**src/hw/rtl/salru_pkg.sv**
```systemverilog
`default_nettype none

package salru_pkg;

    // Default sizes
    localparam int DEF_SETS         = 256;
    localparam int DEF_WAYS         = 8;
    localparam int DEF_ADDRESS_BITS = 64;

    // Fixed field widths
    localparam int ADDR_W       = 64;
    localparam int ACTION_W     = 2;
    localparam int OUTCOME_W    = 2;
    localparam int COUNT_W      = 32;
    localparam int STAMP_W      = 64;
    localparam int SET_BITS_W   = 4;
    localparam int BLOCK_BITS_W = 6;
    localparam int WAYS_CFG_W   = 4;
    localparam int CFG_DATA_W   = 6;
    localparam int CFG_INDEX_W  = 2;

    // Shift amounts at or above this leave no tag bits
    localparam int WORD_BITS = 64;

    // Register indexes
    localparam logic [CFG_INDEX_W-1:0] CFG_SET_BITS   = 2'd0;
    localparam logic [CFG_INDEX_W-1:0] CFG_BLOCK_BITS = 2'd1;
    localparam logic [CFG_INDEX_W-1:0] CFG_WAYS       = 2'd2;

    // Register reset values
    localparam logic [SET_BITS_W-1:0]   SET_BITS_RST   = 4'd4;
    localparam logic [BLOCK_BITS_W-1:0] BLOCK_BITS_RST = 6'd4;
    localparam logic [WAYS_CFG_W-1:0]   WAYS_RST       = 4'd1;

    // Action codes; the unused code behaves as a load
    localparam logic [ACTION_W-1:0] ACT_LOAD   = 2'd0;
    localparam logic [ACTION_W-1:0] ACT_STORE  = 2'd1;
    localparam logic [ACTION_W-1:0] ACT_MODIFY = 2'd2;

    typedef enum logic [OUTCOME_W-1:0] {
        OUT_HIT   = 2'd0,
        OUT_FILL  = 2'd1,
        OUT_EVICT = 2'd2
    } outcome_t;

    // Set lookup result, exactly one flag set
    typedef struct packed {
        logic hit;
        logic fill;
        logic evict;
    } status_t;

endpackage

`default_nettype wire

```
**src/hw/rtl/salru_lookup.sv**
```systemverilog
`default_nettype none

// Way compare and replacement choice for one set row.
module salru_lookup #(
    parameter int WAYS  = 8,
    parameter int TAG_W = 64
) (
    input  wire logic [WAYS-1:0]                          used,
    input  wire logic [WAYS-1:0]                          valid,
    input  wire logic [WAYS-1:0][TAG_W-1:0]               tags,
    input  wire logic [WAYS-1:0][salru_pkg::STAMP_W-1:0]  stamps,
    input  wire logic [TAG_W-1:0]                         tag,
    output salru_pkg::status_t                            status,
    output logic      [WAYS-1:0]                          way_sel
);

    import salru_pkg::*;

    logic [WAYS-1:0] match;
    logic [WAYS-1:0] empty;
    logic [WAYS-1:0] hit_sel;
    logic [WAYS-1:0] fill_sel;
    logic [WAYS-1:0] lru_sel;
    logic            seen;

    always_comb
    begin
        for (int i = 0; i < WAYS; i++)
        begin
            match[i] = used[i] & valid[i] & (tags[i] == tag);
            empty[i] = used[i] & ~valid[i];
        end
    end

    // lowest matching way
    assign hit_sel = match & (~match + WAYS'(1));

    // highest empty way
    always_comb
    begin
        seen = 1'b0;
        for (int i = WAYS - 1; i >= 0; i--)
        begin
            fill_sel[i] = empty[i] & ~seen;
            seen        = seen | empty[i];
        end
    end

    // oldest stamp, highest way on a tie: strictly below higher ways,
    // not above lower ones
    always_comb
    begin
        for (int i = 0; i < WAYS; i++)
        begin
            lru_sel[i] = used[i];
            for (int j = 0; j < WAYS; j++)
            begin
                if (used[j] && j > i)
                begin
                    lru_sel[i] = lru_sel[i] & (stamps[i] < stamps[j]);
                end
                else if (used[j] && j < i)
                begin
                    lru_sel[i] = lru_sel[i] & (stamps[i] <= stamps[j]);
                end
            end
        end
    end

    always_comb
    begin
        status.hit   = |match;
        status.fill  = ~(|match) & (|empty);
        status.evict = ~(|match) & ~(|empty);
        priority if (status.hit)
        begin
            way_sel = hit_sel;
        end
        else if (status.fill)
        begin
            way_sel = fill_sel;
        end
        else
        begin
            way_sel = lru_sel;
        end
    end

endmodule

`default_nettype wire

```
**config.mk**
```make
export PLATFORM = sky130hd
export DESIGN_NAME = salru_lookup
export DESIGN_NICKNAME = d
export VERILOG_FILES = /design/src/hw/rtl/salru_pkg.sv /design/src/hw/rtl/salru_lookup.sv
export SDC_FILE = /design/constraint.sdc
export NUM_CORES = 2
export LEC_CHECK = 0
export BUFFER_PORTS_ARGS = -buffer_cell sky130_fd_sc_hd__buf_4
export CORE_MARGIN = 1
export CORE_UTILIZATION = 25
export DETAILED_ROUTE_END_ITERATION = 8
export GPL_TIMING_DRIVEN = 0
export SLEW_MARGIN = 20
export SYNTH_ARGS = -nofsm -noshare
export SYNTH_HDL_FRONTEND = slang
export SYNTH_SLANG_ARGS = --single-unit
export TNS_END_PERCENT = 20
```
**constraint.sdc**
```tcl
create_clock -name vclk -period 5.78
set_input_delay 1.156 -clock vclk [all_inputs]
set_output_delay 1.156 -clock vclk [all_outputs]
set_load 0.01 [all_outputs]
```
==> results.sh <==
export IMPL_io_pins=1115
export IMPL_crit_path_max_incr_delay_ps=790
export IMPL_cp_num_buf_inv=2
export IMPL_initial_utilization_pct=25.2
export IMPL_worst_setup_path_start_kind="input port"
export IMPL_crit_fanout=9
export IMPL_grt_pass1_vias=57671
export IMPL_syn_inst=6436
export IMPL_grt_pass1_wl_mm=491
export IMPL_rows=162
export IMPL_setup_violations=8
export IMPL_max_cap_violations=0
export IMPL_vias=62346
export IMPL_die_area_um2=198000
export IMPL_core_area_um2=195000
export IMPL_drtPass1Iterations=5
export IMPL_fin_crit_sh_pct=107
export IMPL_fmax_mhz=162
export IMPL_min_period_ps=6180
export IMPL_yosysSeqAreaShare_pct=0
export IMPL_grt_max_degree=12
export IMPL_routedWlPerCell_um=36.1
export IMPL_die_w_um=445
export IMPL_gp_congestion=1.08
export IMPL_avgSynthCellArea_um2=7.63
export IMPL_cp_slowest_cell="xnor2_1"
export IMPL_rsz0062_at_grt="yes"
export IMPL_yosysTopAreaCellShare_pct=45.7
export IMPL_crit_family="simple AND/OR/NAND/NOR gates"
export IMPL_seq_area_um2=0
export IMPL_fin_total_pwr_uw=5730
export IMPL_path_class="in -> out"
export IMPL_synthTopCellsByCount="1792 x ha_1, 707 x a21oi_1, 549 x inv_1, 477 x nand4_1, 468 x nand2_1"
export IMPL_syn_nets=9332
export IMPL_area_growth_pct=33.4
export IMPL_overflow=0
export IMPL_grt_use_total_pct=35.9
export IMPL_final_hold_worst_slack_ps=2970
export IMPL_vdd_drop_max_v=0.0000725
export IMPL_antenna_found_initial=98
export IMPL_layout_setup_ws_ps=-397
export IMPL_cp_cell_sequence="buf_6 > xnor2_1 > nand2_1 > nor4_4 > nand4_1 > o22a_1 > nand4_4 > nand4b_4 > nor2_2 > nand3b_1 > o211ai_1 > buf_4"
export IMPL_seq_cell_count=0
export IMPL_cp_required_ps=4620
export IMPL_hpwl_mm=330
export IMPL_hold_class="in -> out"
export IMPL_power_per_cell_area_nw_per_um2=87.5
export IMPL_synth_area_leaders="ha_1 46%, a21oi_1 7.2%, nand4_1 6.1%, inv_1 4.2%, xnor2_1 3.8%"
export IMPL_nClkBuffers=0
export IMPL_die_y_um=445
export IMPL_slew_headroom_pct=15.0
export IMPL_arrival_ps=5020
export IMPL_drt_iter0_drc=7003
export IMPL_yosysWarnings=0
export IMPL_placed_cells=10151
export IMPL_utilization_pct=33.6
export IMPL_p_leak_uw=0.0316
export IMPL_portBuffers=1069
export IMPL_synth_area_um2=49100
export IMPL_drive_above_1_share_pct=22.3
export IMPL_routed_via_density=5.99
export IMPL_synth_most_common_cell="ha_1"
export IMPL_fin_nets=10619
export IMPL_synth_distinct_cells=84
export IMPL_yosysTopAreaCell="ha_1"
export IMPL_finalMaxSlewViolations=0
export IMPL_timing_hold_violations_final=0
export IMPL_worst_slew_pin_slew_ps=1260
export IMPL_drc=0
export IMPL_wirelength_mm=376
export IMPL_violations="negative setup slack"
export IMPL_instances_no_fill=10409
export IMPL_outcome="finished, violations left"
export IMPL_worst_setup_path_end_kind="primary output"
export IMPL_postRouteAntennaNets=0
-- cell families after synthesis --
kind of cell / after synthesis / share of synthesized area [%]
AND/OR/NAND/NOR: 2081 / 22.9
adder cells (fa/ha/maj): 1792 / 45.7
AO/OA/AOI/OAI: 1534 / 19.0
buffers and inverters: 619 / 4.99
XOR/XNOR: 410 / 7.35
-- final timing paths --
path | startpoint | to | depth (start not counted)
max | tag[33] | way_sel[2] | 12
min | used[3] | way_sel[3] | 6
-- metal layers --
metal	vias to the layer above	track usage, %	part of all wire [%]
met3	689	9.45	11
met4	24	19.0	6.3
li1	27316	-	-
met5	-	0	0.040
met2	3810	52.3	41
met1	30507	47.8	42
-- power by group --
part / total, µW / internal, µW / switching, µW
logic: 5730 / 2120 / 3600
clock network: 0.000603 / 0.000603 / 0
registers: 0 / 0 / 0
-- timing repair --
item	in CTS	in global routing
hold endpoints to repair	0	0
setup endpoints to repair	11	8
gates resized for setup	363	130
setup buffers	107	91
pin swaps	89	85
hold buffers	0	0
-- tightest hold or removal path: cells and delay by family --
| family | cells | cell delay (ps) |
|---|---|---|
| buffers and inverters | 2 | 320 |
| AO/OA/AOI/OAI | 2 | 140 |
| AND/OR/NAND/NOR | 2 | 190 |
-- cell type report --
type / count / area [µm²]
fillers: 20957 / 130000
multi-input cells: 5817 / 49200
repair buffers: 1289 / 10100
well taps: 2624 / 3280
inverters: 549 / 2270
plain buffers: 66 / 494
diodes: 64 / 160
-- layout by cell type (no fill, tap or decap), types with 59 or more instances in the layout --
master	synthesis	routed
buf_4	5	1263
nand2b_1	138	138
inv_1	549	492
ha_1	1792	1764
xor2_1	194	188
nor2_1	215	207
nand2_1	468	463
a211oi_1	67	59
nand3_1	219	210
xnor2_1	214	199
a21oi_1	707	689
nor2b_1	108	107
nor4_1	169	105
diode_2	0	64
nor3_1	102	77
o21ai_0	272	243
nand4_1	477	477
a21o_1	132	132
-- through the flow --
stage | TNS, ps | cell area, µm² | setup slack, ps
after floorplan | 0 | 49100 | 764
after detailed placement | -14320 | 61000 | -2460
final | -1730 | 65500 | -397
after global routing | -1220 | 65400 | -188
after CTS | -756 | 63800 | -148
after global placement | -26680 | 60400 | -3880
Power figures use the tool's default switching activity.
